## config.mk

```make
export PLATFORM = sky130hd
export DESIGN_NAME = can_frame_to_value_table_top
export DESIGN_NICKNAME = d
export VERILOG_FILES = /design/src/rtl/core/cfvt_pkg.sv /design/src/rtl/core/cfvt_ctrl.sv /design/src/rtl/core/cfvt_dp.sv /design/src/rtl/core/can_frame_to_value_table_top.sv
export SDC_FILE = /design/constraint.sdc
export NUM_CORES = 2
export LEC_CHECK = 0
export BUFFER_PORTS_ARGS = -buffer_cell sky130_fd_sc_hd__buf_2
export CORE_MARGIN = 4
export CORE_UTILIZATION = 40
export DETAILED_ROUTE_END_ITERATION = 8
export GPL_ROUTABILITY_DRIVEN = 1
export GPL_TIMING_DRIVEN = 0
export PLACE_DENSITY = 0.59
export SETUP_SLACK_MARGIN = 0.3
export SLEW_MARGIN = 20
export SYNTH_ARGS = -nofsm -noshare
export SYNTH_HDL_FRONTEND = slang
export SYNTH_MEMORY_MAX_BITS = 65536
export SYNTH_SLANG_ARGS = --single-unit
```

## constraint.sdc

```tcl
create_clock -name clk -period 4.5 [get_ports clk]
set_clock_uncertainty 0.2 [all_clocks]
set_input_delay 0.225 -clock clk [delete_from_list [all_inputs] [get_ports clk]]
set_output_delay 0.225 -clock clk [all_outputs]
set_load 0.03 [all_outputs]
```

## src/rtl/core/cfvt_pkg.sv

```systemverilog
// ----------------------------------------------------------------------------
// cfvt_pkg
// Shared types, constants and the CAN identifier map of the frame-to-table
// block.
// ----------------------------------------------------------------------------
`default_nettype none

package cfvt_pkg;

	localparam int TABLE_DEPTH = 256;
	localparam int TBL_AW      = $clog2(TABLE_DEPTH);

	typedef enum logic {
		OP_FRAME = 1'b0,
		OP_READ  = 1'b1
	} op_t;

	typedef struct packed {
		logic        op;
		logic [10:0] can_id;
		logic [7:0]  byte0;
		logic [7:0]  byte1;
		logic [7:0]  byte2;
		logic [7:0]  byte3;
		logic [7:0]  byte4;
		logic [7:0]  byte5;
		logic [7:0]  byte6;
		logic [7:0]  byte7;
		logic [7:0]  read_index;
	} item_t;

	typedef struct packed {
		logic        id_known;
		logic [7:0]  first_entry;
		logic [2:0]  words_written;
		logic [15:0] read_value;
	} result_t;

	// One row of the identifier map
	typedef struct packed {
		logic       known;
		logic [7:0] first;
		logic [2:0] count;
		logic       sp2;
	} map_t;

	// Controller to datapath
	typedef struct packed {
		logic load;
		logic wr;
		logic rd;
	} dp_cmd_t;

	// Datapath to controller
	typedef struct packed {
		logic in_rd;
		logic in_known;
		logic last_word;
	} dp_sts_t;

	function automatic map_t row(input logic [7:0] first, input logic [2:0] count,
			input logic sp2);
		map_t r;
		r.known = 1'b1;
		r.first = first;
		r.count = count;
		r.sp2   = sp2;
		return r;
	endfunction

	function automatic map_t map_lookup(input logic [10:0] id);
		map_t m;
		m = '0;
		case (id)
			11'h030: m = row(8'd1,  3'd4, 1'b0);
			11'h031: m = row(8'd5,  3'd4, 1'b0);
			11'h032: m = row(8'd9,  3'd4, 1'b0);
			11'h040: m = row(8'd13, 3'd4, 1'b0);
			11'h041: m = row(8'd17, 3'd4, 1'b0);
			11'h042: m = row(8'd21, 3'd4, 1'b0);
			11'h050: m = row(8'd25, 3'd2, 1'b1);
			11'h060: m = row(8'd26, 3'd2, 1'b1);
			11'h070: m = row(8'd29, 3'd1, 1'b0);
			11'h080: m = row(8'd30, 3'd4, 1'b0);
			11'h081: m = row(8'd34, 3'd4, 1'b0);
			11'h082: m = row(8'd38, 3'd4, 1'b0);
			11'h090: m = row(8'd42, 3'd4, 1'b0);
			11'h091: m = row(8'd46, 3'd4, 1'b0);
			11'h092: m = row(8'd50, 3'd4, 1'b0);
			11'h100: m = row(8'd54, 3'd1, 1'b0);
			11'h110: m = row(8'd55, 3'd1, 1'b0);
			11'h120: m = row(8'd56, 3'd1, 1'b0);
			11'h130: m = row(8'd57, 3'd4, 1'b0);
			11'h135: m = row(8'd61, 3'd4, 1'b0);
			11'h140: m = row(8'd65, 3'd4, 1'b0);
			11'h145: m = row(8'd69, 3'd4, 1'b0);
			11'h000: m = row(8'd73, 3'd1, 1'b0);
			11'h010: m = row(8'd74, 3'd3, 1'b0);
			11'h020: m = row(8'd77, 3'd3, 1'b0);
			11'h011: m = row(8'd80, 3'd3, 1'b0);
			11'h021: m = row(8'd83, 3'd3, 1'b0);
			11'h150: m = row(8'd86, 3'd1, 1'b0);
			11'h160: m = row(8'd87, 3'd1, 1'b0);
			11'h170: m = row(8'd88, 3'd1, 1'b0);
			default: m = '0;
		endcase
		return m;
	endfunction

endpackage

`default_nettype wire

```

## src/rtl/core/cfvt_ctrl.sv

```systemverilog
// ----------------------------------------------------------------------------
// cfvt_ctrl
// Sequencer: accepts a transaction, steps the datapath through its table
// writes (known identifiers only) or its table read, then strobes the result for one cycle.
// ----------------------------------------------------------------------------
`default_nettype none

module cfvt_ctrl
	import cfvt_pkg::*;
(
	input  wire logic    clk,
	input  wire logic    arst_n,
	input  wire logic    start,
	input  wire dp_sts_t sts,
	output dp_cmd_t      cmd,
	output logic         busy,
	output logic         done
);

	typedef enum logic [1:0] {
		S_IDLE,
		S_WRITE,
		S_READ,
		S_RESP
	} state_t;

	state_t state_q;
	logic   busy_q;
	logic   done_q;

	always_ff @(posedge clk or negedge arst_n) begin
		if (!arst_n) begin
			state_q <= S_IDLE;
			busy_q  <= 1'b0;
			done_q  <= 1'b0;
		end else begin
			case (state_q)
				S_IDLE: begin
					if (start) begin
						busy_q <= 1'b1;
						if (sts.in_rd) begin
							state_q <= S_READ;
						end else if (sts.in_known) begin
							state_q <= S_WRITE;
						end else begin
							state_q <= S_RESP;
							done_q  <= 1'b1;
						end
					end
				end
				S_WRITE: begin
					if (sts.last_word) begin
						state_q <= S_RESP;
						done_q  <= 1'b1;
					end
				end
				S_READ: begin
					state_q <= S_RESP;
					done_q  <= 1'b1;
				end
				S_RESP: begin
					state_q <= S_IDLE;
					done_q  <= 1'b0;
					busy_q  <= 1'b0;
				end
				default: begin
					state_q <= S_IDLE;
					done_q  <= 1'b0;
					busy_q  <= 1'b0;
				end
			endcase
		end
	end

	always_comb begin
		cmd.load = (state_q == S_IDLE) && start;
		cmd.wr   = (state_q == S_WRITE);
		cmd.rd   = (state_q == S_READ);
	end

	assign busy = busy_q;
	assign done = done_q;

endmodule

`default_nettype wire

```

## src/rtl/core/cfvt_dp.sv

```systemverilog
// ----------------------------------------------------------------------------
// cfvt_dp
// Datapath: transaction registers, identifier decode, word selection, the
// value table with per-entry valid bits, and the result registers.
// ----------------------------------------------------------------------------
`default_nettype none

module cfvt_dp
	import cfvt_pkg::*;
(
	input  wire logic    clk,
	input  wire logic    arst_n,
	input  wire item_t   item,
	input  wire dp_cmd_t cmd,
	output dp_sts_t      sts,
	output result_t      result
);

	logic [15:0]      mem [TABLE_DEPTH];
	logic [TABLE_DEPTH-1:0] vld_q;

	map_t        map_in;
	map_t        map_q;
	logic [15:0] word_q [4];
	logic [7:0]  idx_q;
	logic [1:0]  k_q;
	logic [15:0] rval_q;
	logic [15:0] wdata;
	logic [7:0]  waddr;
	logic [7:0]  step;
	logic        idx_ok;

	assign map_in = map_lookup(item.can_id);

	always_ff @(posedge clk) begin
		if (cmd.load) begin
			map_q     <= (item.op == OP_READ) ? map_t'('0) : map_in;
			word_q[0] <= {item.byte1, item.byte0};
			word_q[1] <= {item.byte3, item.byte2};
			word_q[2] <= {item.byte5, item.byte4};
			word_q[3] <= {item.byte7, item.byte6};
			idx_q     <= item.read_index;
		end
	end

	always_ff @(posedge clk or negedge arst_n) begin
		if (!arst_n) begin
			k_q <= 2'd0;
		end else if (cmd.load) begin
			k_q <= 2'd0;
		end else if (cmd.wr) begin
			k_q <= k_q + 2'd1;
		end
	end

	// Entry offset is k, or 2k for the two-word spaced identifiers
	assign step  = map_q.sp2 ? {5'd0, k_q, 1'b0} : {6'd0, k_q};
	assign waddr = map_q.first + step;
	assign wdata = word_q[k_q];

	always_ff @(posedge clk) begin
		if (cmd.wr) begin
			mem[waddr[TBL_AW-1:0]] <= wdata;
		end
	end

	always_ff @(posedge clk or negedge arst_n) begin
		if (!arst_n) begin
			vld_q <= '0;
		end else if (cmd.wr) begin
			vld_q[waddr[TBL_AW-1:0]] <= 1'b1;
		end
	end

	assign idx_ok = ({1'b0, idx_q} < 9'(TABLE_DEPTH));

	// Clear on load so frames report zero; fill on the read step
	always_ff @(posedge clk) begin
		if (cmd.load) begin
			rval_q <= 16'd0;
		end else if (cmd.rd) begin
			rval_q <= (idx_ok && vld_q[idx_q[TBL_AW-1:0]]) ? mem[idx_q[TBL_AW-1:0]] : 16'd0;
		end
	end

	always_comb begin
		sts.in_rd     = (item.op == OP_READ);
		sts.in_known  = map_in.known;
		sts.last_word = ({1'b0, k_q} == (map_q.count - 3'd1));
	end

	always_comb begin
		result.id_known      = map_q.known;
		result.first_entry   = map_q.first;
		result.words_written = map_q.count;
		result.read_value    = rval_q;
	end

endmodule

`default_nettype wire

```

## src/rtl/core/can_frame_to_value_table_top.sv

```systemverilog
// ----------------------------------------------------------------------------
// can_frame_to_value_table_top
// Stores CAN frame payloads in a 16-bit value table and serves entry reads.
// ----------------------------------------------------------------------------
// Usage:
//   Drive item and raise start; the transaction is taken at a rising edge
//   with start high and busy low. item.op selects a received frame (the
//   identifier map picks the entries for its four little-endian words) or a
//   read of entry item.read_index.
//   The result appears on result for exactly one cycle with done high and
//   is taken at the edge that ends that cycle; the receiver cannot stall it.
//   Timing: a frame with n mapped words (1 to 4) takes n table writes, one
//   per cycle through the single write port, then one result cycle with
//   done high. Unknown identifiers go straight to the result cycle; reads
//   make one registered memory read before it. busy stays high until the
//   result cycle ends, so no new transaction is taken before then.
//   Reset clears all per-entry valid bits at once, so every entry reads as
//   zero until written; no clearing pass is needed and busy is low after
//   reset.
// ----------------------------------------------------------------------------
`default_nettype none

module can_frame_to_value_table_top
	import cfvt_pkg::*;
(
	input  wire logic  clk,
	input  wire logic  arst_n,
	input  wire logic  start,
	input  wire item_t item,
	output logic       busy,
	output logic       done,
	output result_t    result
);

	dp_cmd_t cmd;
	dp_sts_t sts;

	cfvt_ctrl u_ctrl (
		.clk    (clk),
		.arst_n (arst_n),
		.start  (start),
		.sts    (sts),
		.cmd    (cmd),
		.busy   (busy),
		.done   (done)
	);

	cfvt_dp u_dp (
		.clk    (clk),
		.arst_n (arst_n),
		.item   (item),
		.cmd    (cmd),
		.sts    (sts),
		.result (result)
	);

	a_done_busy: assert property (@(posedge clk) disable iff (!arst_n)
		done |-> busy) else $error("result strobe outside a transaction");

	a_done_pulse: assert property (@(posedge clk) disable iff (!arst_n)
		done |=> !done) else $error("result strobe longer than one cycle");

	a_accept_busy: assert property (@(posedge clk) disable iff (!arst_n)
		(start && !busy) |=> busy) else $error("busy not raised after accept");

	a_frame_no_read: assert property (@(posedge clk) disable iff (!arst_n)
		(done && result.id_known) |-> (result.read_value == 16'd0))
		else $error("frame result carries read data");

	a_unknown_zero: assert property (@(posedge clk) disable iff (!arst_n)
		(done && !result.id_known) |->
		(result.words_written == 3'd0 && result.first_entry == 8'd0))
		else $error("write report without a matched identifier");

endmodule

`default_nettype wire

```

# Yosys cells after proc, flatten, opt, wreduce, memory -nomap -nowiden
# Memory sizes are Yosys's and may differ from the RTL's. A register that Yosys moved wholly into a read port is not among the register bits.
# Cells that the tools add are included.
# Widths: inputs -> output; s select.
[classes]
n_eq_ne = 37
reduce_logical = 9
n_lt_le_gt_ge = 3
addsub = 3
bitwise = 1
n_mux = 26
[op_table]
columns = ["cell", "count"]
rows = [
  ["$pmux 13 s30", 1],
  ["$or 256x256->256", 1],
  ["$eq 11x9->1 const B", 10],
  ["$eq 11x7->1 const B", 6],
  ["$eq 11x8->1 const B", 6],
  ["$eq 11x6->1 const B", 5],
  ["$eq 11x5->1 const B", 2],
  ["$lt 8x9->1 const B", 2],
  ["$mux 16", 1],
  ["$mux 2", 6],
  ["$logic_not 11->1", 1],
  ["$mux 1", 11],
  ["$add 8x8->8", 1],
  ["$bmux 1 s8", 1],
  ["$demux 1 s8", 1],
  ["$ge 8x1->1 const B", 1],
  ["$mux 8", 1],
  ["$pmux 2 s4", 1],
  ["$ne 2x2->1 const B", 3],
  ["$eq 2x2->1 const B", 2],
  ["$pmux 1 s4", 1],
  ["$reduce_and 2->1", 2],
  ["$reduce_and 4->1", 1],
  ["$reduce_bool 2->1", 2],
  ["other kinds (9)", 10],
]
[word_totals]
memories = 2
out_inout_bits = 30
ff_bits = 299
inputBits = 87
ram_bits = 4160
[mem_list]
columns = ["memory", "words", "width", "rd", "rd_clocked_by_memory_dff", "write_ports", "line_no", "source"]
rows = [
  ["u_dp.mem", 256, 16, 1, 1, 1, "cfvt_dp.sv:19", "logic [15:0] mem [TABLE_DEPTH];"],
  ["u_dp.word_q", 4, 16, 1, 0, 4, "cfvt_dp.sv:24", "logic [15:0] word_q [4];"],
]

# Logic depth before layout (Yosys ltp)
[logic_depth]
depth_word = 7
ltp_mapped = 14
depth_no_buf = 11

# Cells and area by module
# A second synthesis with hierarchy kept.
[unflattened]
cells_unflattened = 8273
area_unflattened_um2 = 172063.8
[modules_own_cells]
columns = ["mod", "instances", "cells_each", "area_per_inst_um2"]
rows = [
  ["cfvt_dp", 1, 8245, 171774.7],
  ["cfvt_ctrl", 1, 28, 289.0],
]

# Worst setup path before layout
# Ideal clock, no wire load.
[synth_path]
kind = "register to register"
from = "reg u_ctrl.state_q[0]"
to = "reg (tool-made name)"
synth_period_minus_slack_ns = 4.352
slack_ns = 0.148
required_ns = 4.172
stages_incl_launch_ff = 7
arrival_ns = 4.024
cell_sequence = "dfrtp_1 > inv_1 > ha_1 > and2_1 > clkbuf_1 > clkbuf_1 > mux2_2"
[synth_rtl]
columns = ["item", "line_no", "source"]
rows = [
  ["start: declaration", "cfvt_ctrl.sv:27", "state_t state_q;"],
  ["start signal: assignment", "cfvt_ctrl.sv:33", "state_q <= S_IDLE;"],
  ["start signal: assignment", "cfvt_ctrl.sv:42", "state_q <= S_READ;"],
  ["start signal: assignment", "cfvt_ctrl.sv:44", "state_q <= S_WRITE;"],
]

==> metrics.yaml <==
floorplanning:
  dieWidth_um: 664
  die-area_um2: 441000
  start_util_pct: 40.2
  core-area_um2: 428000
  io_pins: 117
  dieHeight_um: 664
  row_count: 240
clocking:
  cts_sinks: 4466
  cts_buffer_depth: 4
  numCtsBuffers: 450
  htreeDepth: 5
  clk_latency_ns: 1.01
  clockRootBuffer: "clkbuf_16"
  cts_tree: "built"
  clk_pin_slew_ns: 0.06
synthesis:
  synth_cell_type_count: 76
  ys_ff_latch: 4466
  synth_common_cells: "edfxtp_1 (4180), mux4_2 (858), mux2i_1 (599)"
  yosysTopAreaCell: "edfxtp_1"
  synth_area_leaders: "edfxtp_1 (73%), mux4_2 (11%), dfrtp_1 (3.8%)"
  syn_area_um2: 172000
  ys_seq_area_share_pct: 77.0
  synth_top_flop_cell: "edfxtp_1"
  ys_async_sr_fraction_pct: 5.87
  syn_inst: 8257
  synth_edf_count: 4180
  synth_top_area_share_pct: 72.9
  ys_warn_count: 0
  avgSynthCellArea_um2: 20.9
  synth_most_common_cell: "edfxtp_1"
routing:
  drcViolationCount: 0
  dr.pass1.iters: 6
  antenna_left: 0
  vias: 92100
  wl_per_cell_um: 28.4
  via_per_inst: 5.34
  routed_wl_um: 489000
  drt_iter0_markers: 10600
timing:
  finalCritPeriodShare_pct: 97.9
  tns_ns: 0
  setup_viol: 0
  slew_violations: 0
  hold_viol_final: 0
  rsz0062_at_grt: "true"
  fin_crit_ns: 4.40
  hold_ws_ns: 0.0949
  maxSlewHeadroom_pct: 23.5
  worst_slew_pin_slew_ns: 1.15
  setup_ws_ns: 0.0959
  max_freq_ghz: 0.227
power_and_ir_drop:
  p_comb_share_pct: 26.0
  switching_share_pct: 30.6
  peakVddDrop_uv: 539
  p_sw_uw: 40100
  p_int_uw: 90900
  leakage_uw: 0.0742
  powerDensity_nw_per_um2: 621
  pwr-share-clk_pct: 28.2
  sequentialPowerShare_pct: 45.7
layout:
  nets: 11300
  fin_area_um2: 211000
  drive_gt1_share_pct: 22.7
  syn_to_final_growth_pct: 22.4
  seq_area_um2: 133000
  nFillCells: 35300
  multi_input_area_um2: 45300
hold_path:
  hp-class: "in2reg"
setup_path:
  required_ns: 5.23
  critPathLaunchType: "register"
  critPathKind: "reg2reg"
  path_max_fanout: 10
  crit_arrival_ns: 5.13
  end_kind: "register"
place:
  post-place-ws_ns: -1.93
  gp_congestion: 0.890
  place_area_um2: 191000
  port_buffers: 112
  post-dp-hpwl_um: 331000
status:
  outcome: "complete, no violations"
run:
  max-cap-violations: 0
grt:
  antenna_found_initial: 25
  grt_max_degree: 107
  grt-ovfl-total: 0
  track_usage_pct: 21.9
  grt_pass1_wl_um: 688000
  grt_pass1_vias: 94500
## timing repair
item,CTS,global route
buffers inserted,75,54
cloned,1,0
endpoints found under the setup margin,2394,2078
hold buffers,185,0
endpoints found under the hold margin,358,0
pin swaps,83,37
gates resized for setup,454,45
## cell usage in the layout, fill, tap and decap left out, drive strengths merged, types with 184 or more instances in the layout
cell type    instances
o221ai             259
clkbuf             912
mux2i              599
nor2               210
mux4               860
buf                661
clkinv             201
dfrtp              262
dlygate4sd3        184
edfxtp            4180
conb              1857
## cell families after synthesis
group	count (synthesis)	share of synthesized area [%]
mux	1464	14.8
flops	4466	77.0
xor+xnor	13	0.0661
other cells	1	0.00218
compound gates	1043	4.40
fa+ha+maj	9	0.0697
simple gates	644	1.83
buf+inv	617	1.90
## worst max-delay path, stage by stage (launching register included)
cell	delay [ns]
dfxtp_1	0.29
buf_2	0.17
buf_6	0.21
nand2b_2	0.38
clkbuf_8	0.33
clkbuf_2	0.32
o221ai_1	0.31
a21boi_0	0.18
o21ai_2	0.36
nand4_1	0.39
nor2_4	0.41
nand4_1	0.47
o21ai_2	0.25
## per-stage QoR
step / utilization [%] / total power, uW / instances
after detailed placement: 44.7 / 94200 / 16100
after floorplan: - / 78500 / 10100
after global placement: 43.6 / 92500 / 15900
final: 49.2 / 131000 / 17200
after global routing: 49.2 / 136000 / 17200
after CTS: 49.1 / 132000 / 17200
## sequential cells by signal, summed over array words and instances, names as in the netlist, named ones only
register        count
u_dp.word_q        64
u_dp.vld_q        256
u_dp.mem         4096
u_dp.map_q          1
u_dp.rval_q        16
u_dp.result        11
u_ctrl.state_q      2
u_dp.k_q            2
u_ctrl.busy         1
u_dp.idx_q          8
u_ctrl.done         1
## per-layer routing
| layer | track usage [%] | vias up | part of all wire [%] |
|---|---|---|---|
| li1 | - | 38500 | - |
| met1 | 27.4 | 48600 | 37 |
| met2 | 37.0 | 3879 | 49 |
| met3 | 3.34 | 1044 | 7.1 |
| met4 | 11.2 | 4 | 6.0 |
| met5 | 0 | - | 0.0053 |
## cell type report
type / count / area share (%)
diodes: 16 / 0.0190
plain buffers: 596 / 1.78
multi-input cells: 5031 / 21.5
clock buffers: 567 / 5.68
well taps: 5687 / 3.37
flip-flops and latches: 4466 / 62.9
inverters: 21 / 0.0374
clock inverters: 268 / 1.22
repair buffers: 596 / 3.54
## power groups by stage
stage                     Combinational [uW]  Clock (uW)  Sequential, uW
after detailed placement               33300           0           60800
after floorplan                        17500           0           60900
final                                  34100       37000           59900
after CTS                              34300       37600           60000
after global placement                 30100           0           62400
after global routing                   35800       39400           60500
## worst paths after layout
| kind | startpoint | slack (ns) | end | depth (start not counted) |
|---|---|---|---|---|
| worst min-delay path | item[3] | 0.09 | register | 3 |
| max in group asynchronous | arst_n | 2.85 | u_dp.vld_q[222] | 5 |
| min in group asynchronous | arst_n | 0.26 | u_ctrl.done | 4 |
| worst max-delay path | register | 0.1 | u_dp.rval_q[13] | 12 |
| worst max register to register | register | 0.1 | u_dp.rval_q[13] | 12 |
| worst min register to register | u_dp.vld_q[217] | 0.25 | u_dp.vld_q[217] | 1 |
(Power assumes the default switching activity.)
